$ cat src/rtl/cicmd_mul.sv
// ----------------------------------------------------------------------------
// Cloud-in-cell shared multiplier
// One 32 x 32 unsigned multiply with a registered 64-bit product.
// ----------------------------------------------------------------------------
module cicmd_mul (
  input  logic        clk_i,
  input  logic [31:0] a_i,
  input  logic [31:0] b_i,
  output logic [63:0] p_o
);
  logic [63:0] p_q;

  always_ff @(posedge clk_i) begin
    p_q <= 64'(a_i) * 64'(b_i);
  end

  assign p_o = p_q;
endmodule

$ cat config.mk
export PLATFORM = sky130hd
export DESIGN_NAME = cicmd_mul
export DESIGN_NICKNAME = d
export VERILOG_FILES = /design/src/rtl/cicmd_mul.sv
export SDC_FILE = /design/constraint.sdc
export NUM_CORES = 2
export LEC_CHECK = 0
export ABC_AREA = 1
export BUFFER_PORTS_ARGS = -buffer_cell sky130_fd_sc_hd__buf_2
export CORE_MARGIN = 8
export CORE_UTILIZATION = 65
export CTS_BUF_LIST = sky130_fd_sc_hd__clkbuf_2
export DETAILED_ROUTE_END_ITERATION = 12
export PLACE_DENSITY = 0.88
export SLEW_MARGIN = 30
export SYNTH_ARGS = -nofsm -noshare
export SYNTH_HDL_FRONTEND = slang
export SYNTH_SLANG_ARGS = --single-unit
$ cat constraint.sdc
create_clock -name clk_i -period 21 [get_ports clk_i]
set_clock_uncertainty 0.2 [all_clocks]
set_input_delay 5.25 -clock clk_i [delete_from_list [all_inputs] [get_ports clk_i]]
set_output_delay 5.25 -clock clk_i [all_outputs]
set_load 0.1 [all_outputs]
==> summary.txt <==
Floorplanning
  – # IOs: 129
  – Initial Utilization: 0.653
  – Core area: 57300 um2
  – Die width: 256 um
  – Die area: 65500 um2
  – # rows: 88
  – Die Height: 256 um

Routing
  – Drt first pass iters: 7
  – Vias per cell: 5.30
  – Post-DRT Antenna Nets: 0
  – Total number of vias: 30400
  – Final WL: 98.8 mm
  – # DRC: 0
  – Detailed Route Iter0 Violations: 2510
  – DR WL/cell: 17.2 um

Critical path
  – Crit. End Element: flop
  – Required @ worst endpoint: 21.25 ns
  – Crit path DAT: 12.08 ns
  – Critical path type: in -> reg
  – Top cell by count, worst path: nand2_1
  – Startpoint Class: input pin
  – Number of buffers and inverters on the critical path: 6
  – CP Capture Point: p_o[60]
  – Critical path depth: 26
  – Critical Path Slowest Stage Cell: buf_2
  – Largest fanout on the critical path: 32
  – Delay-heaviest family, CP: adder cells
  – Critical path origin: a_i[25]
  – CP max stage delay: ~0.64 ns

Synth
  – Syn Inst Count: 5023
  – Warnings from Yosys: 0
  – Post-synthesis sequential area ratio: 0.0343
  – Synthesized flop and latch total: 64
  – Syn_nets: around 6200
  – Distinct cells, synth: 23
  – Synthesized area: 37400 um2
  – Synthesized area per cell: about 7.4 um2

CTS
  – Hold buffers post-CTS: 0
  – Maximum buffer depth of the clock tree: 2
  – Cts bufs inserted: 9
  – Number of setup buffers added after CTS: 0
  – H-tree depth reported by CTS: 3
  – Clock Tree Root: clkbuf_2
  – Clock-pin transition on the worst setup and hold timing paths: 0.21 ns
  – Clock sinks: 64
  – CTS tree: yes
  – Post_cts resized: 0

Layout
  – Area Growth Syn to Fin: 2.66%
  – Max reg flops: 64
  – Number of nets in the layout: 6195
  – Number of fillers in the final layout: 4599
  – Share of cells above drive strength 1: 0.0420

Timing
  – Final setup fails: 0
  – Minimum clock period: 11.83 ns
  – Worst relative slew slack: 0.420
  – Setup TNS: 0 ns
  – Final Max Tran Viols: 0
  – Least-Margin Pin Slew: 0.869 ns
  – Final hold vios: 0
  – Peak Freq: 84.5 MHz
  – RSZ-0062 raised after global routing: false
  – Part of the cycle the worst path needs: 0.563

Global routing
  – Number of global-route vias before repair: 33000
  – Largest net degree at the start of global routing: 33
  – GRT Overall Usage: 0.308
  – Gr ovfl total: 0
  – Initial antenna violation count: 5
  – First-pass GRT wire length: 163 mm

Placed design
  – Port buffer count: 128
  – Post-DP HPWL: roughly 83 mm
  – Placer Congestion: 1.06

Worst hold path
  – Hold crit path type: in -> reg

Flow run
  – Max-cap violation count: 0

Outcome
  – Status: finished, final reports clean
-- worst min-delay path, delay by kind of cell --
family	cells	cell delay (ns)
and+or+nand+nor	1	0.15
buffers and inverters	2	0.35
-- metrics by stage --
stage / util / setup slack, ns / cells / area [um2] / hold slack, ns
floorplan: - / 9.74 / 5023 / 37400 / 5.15
global placement: 0.669 / 8.68 / 5725 / 38300 / 5.60
detailed placement: 0.669 / 8.64 / 5725 / 38300 / 5.60
CTS: 0.670 / 9.24 / 5741 / 38400 / 4.99
global route: 0.671 / 8.97 / 5744 / 38400 / 5.01
finish: 0.671 / 9.17 / 5745 / 38400 / 5.03
-- synth_stat cells (all sizes together) --
cell | count | share of area
nor2 | 101 | 0.012
xor2 | 33 | 0.0077
nand4 | 16 | 0.0027
dfxtp | 64 | 0.034
nand2 | 1581 | 0.16
fa | 896 | 0.48
o21ai | 2 | 0.00027
clkbuf | 192 | 0.019
nor3 | 18 | 0.0035
ha | 263 | 0.088
xnor2 | 2 | 0.00047
o21bai | 12 | 0.0025
inv | 1735 | 0.17
nand3 | 65 | 0.0099
a21oi | 43 | 0.0058
-- per-layer routing --
metal | up-vias | GRT usage | routed length [um] | share of wire
met5 | - | 0 | 27 | 0.00027
met4 | 4 | 0.148 | 5460 | 0.055
met3 | 412 | 0.0434 | 7990 | 0.081
met2 | 1612 | 0.540 | 49800 | 0.50
met1 | 14900 | 0.372 | 35500 | 0.36
li1 | 13500 | - | - | -
-- layout make-up --
class	instances	area, um2	share of cell area
Tap cell	765	957	0.0249
Inverter	1735	6510	0.170
Clock inverter	7	55.1	0.00143
Timing Repair Buffer	129	648	0.0169
Sequential cell	64	1280	0.0334
Antenna cell	4	10.0	0.000261
Multi-Input combinational cell	3032	28900	0.752
Clock buffer	9	45.0	0.00117
-- cells in the final DEF (no fill, tap or decap), types with 6 or more instances in the layout --
| cell | instances |
|---|---|
| o21bai_1 | 11 |
| ha_1 | 263 |
| a21oi_1 | 43 |
| nand2_1 | 1566 |
| nor3_1 | 11 |
| xor2_1 | 33 |
| fa_1 | 896 |
| clkbuf_2 | 9 |
| dfxtp_1 | 64 |
| inv_1 | 1723 |
| nand3_2 | 9 |
| nor2_4 | 6 |
| nor2_2 | 14 |
| nand3_1 | 56 |
| nand4_1 | 16 |
| buf_2 | 128 |
| nand2_2 | 15 |
| inv_2 | 12 |
| nor2_1 | 81 |
| nor3_2 | 6 |
-- cell families after synthesis --
family | Yosys count | synth area share
buffers and inverters | 1927 | 0.193
and+or+nand+nor | 1781 | 0.188
adders and majority gates | 1159 | 0.568
DFF | 64 | 0.0343
AOI/OAI and AO/OA | 57 | 0.00853
xor gates and xnor gates | 35 | 0.00820
-- worst min-delay path by stage --
| stage | cells after the start | endpoint | startpoint |
|---|---|---|---|
| final | 3 | p_o[0] | b_i[0] |
| after global routing | 3 | p_o[0] | b_i[0] |
| after CTS | 3 | p_o[0] | b_i[0] |
| after detailed placement | 1 | p_o[34] | p_o[34] |
| after global placement | 1 | p_o[36] | p_o[36] |
| after floorplan | 2 | p_o[0] | b_i[0] |
Power is not shown: default switching activity piles up to over one toggle a cycle in this logic, so the estimate is an artifact.
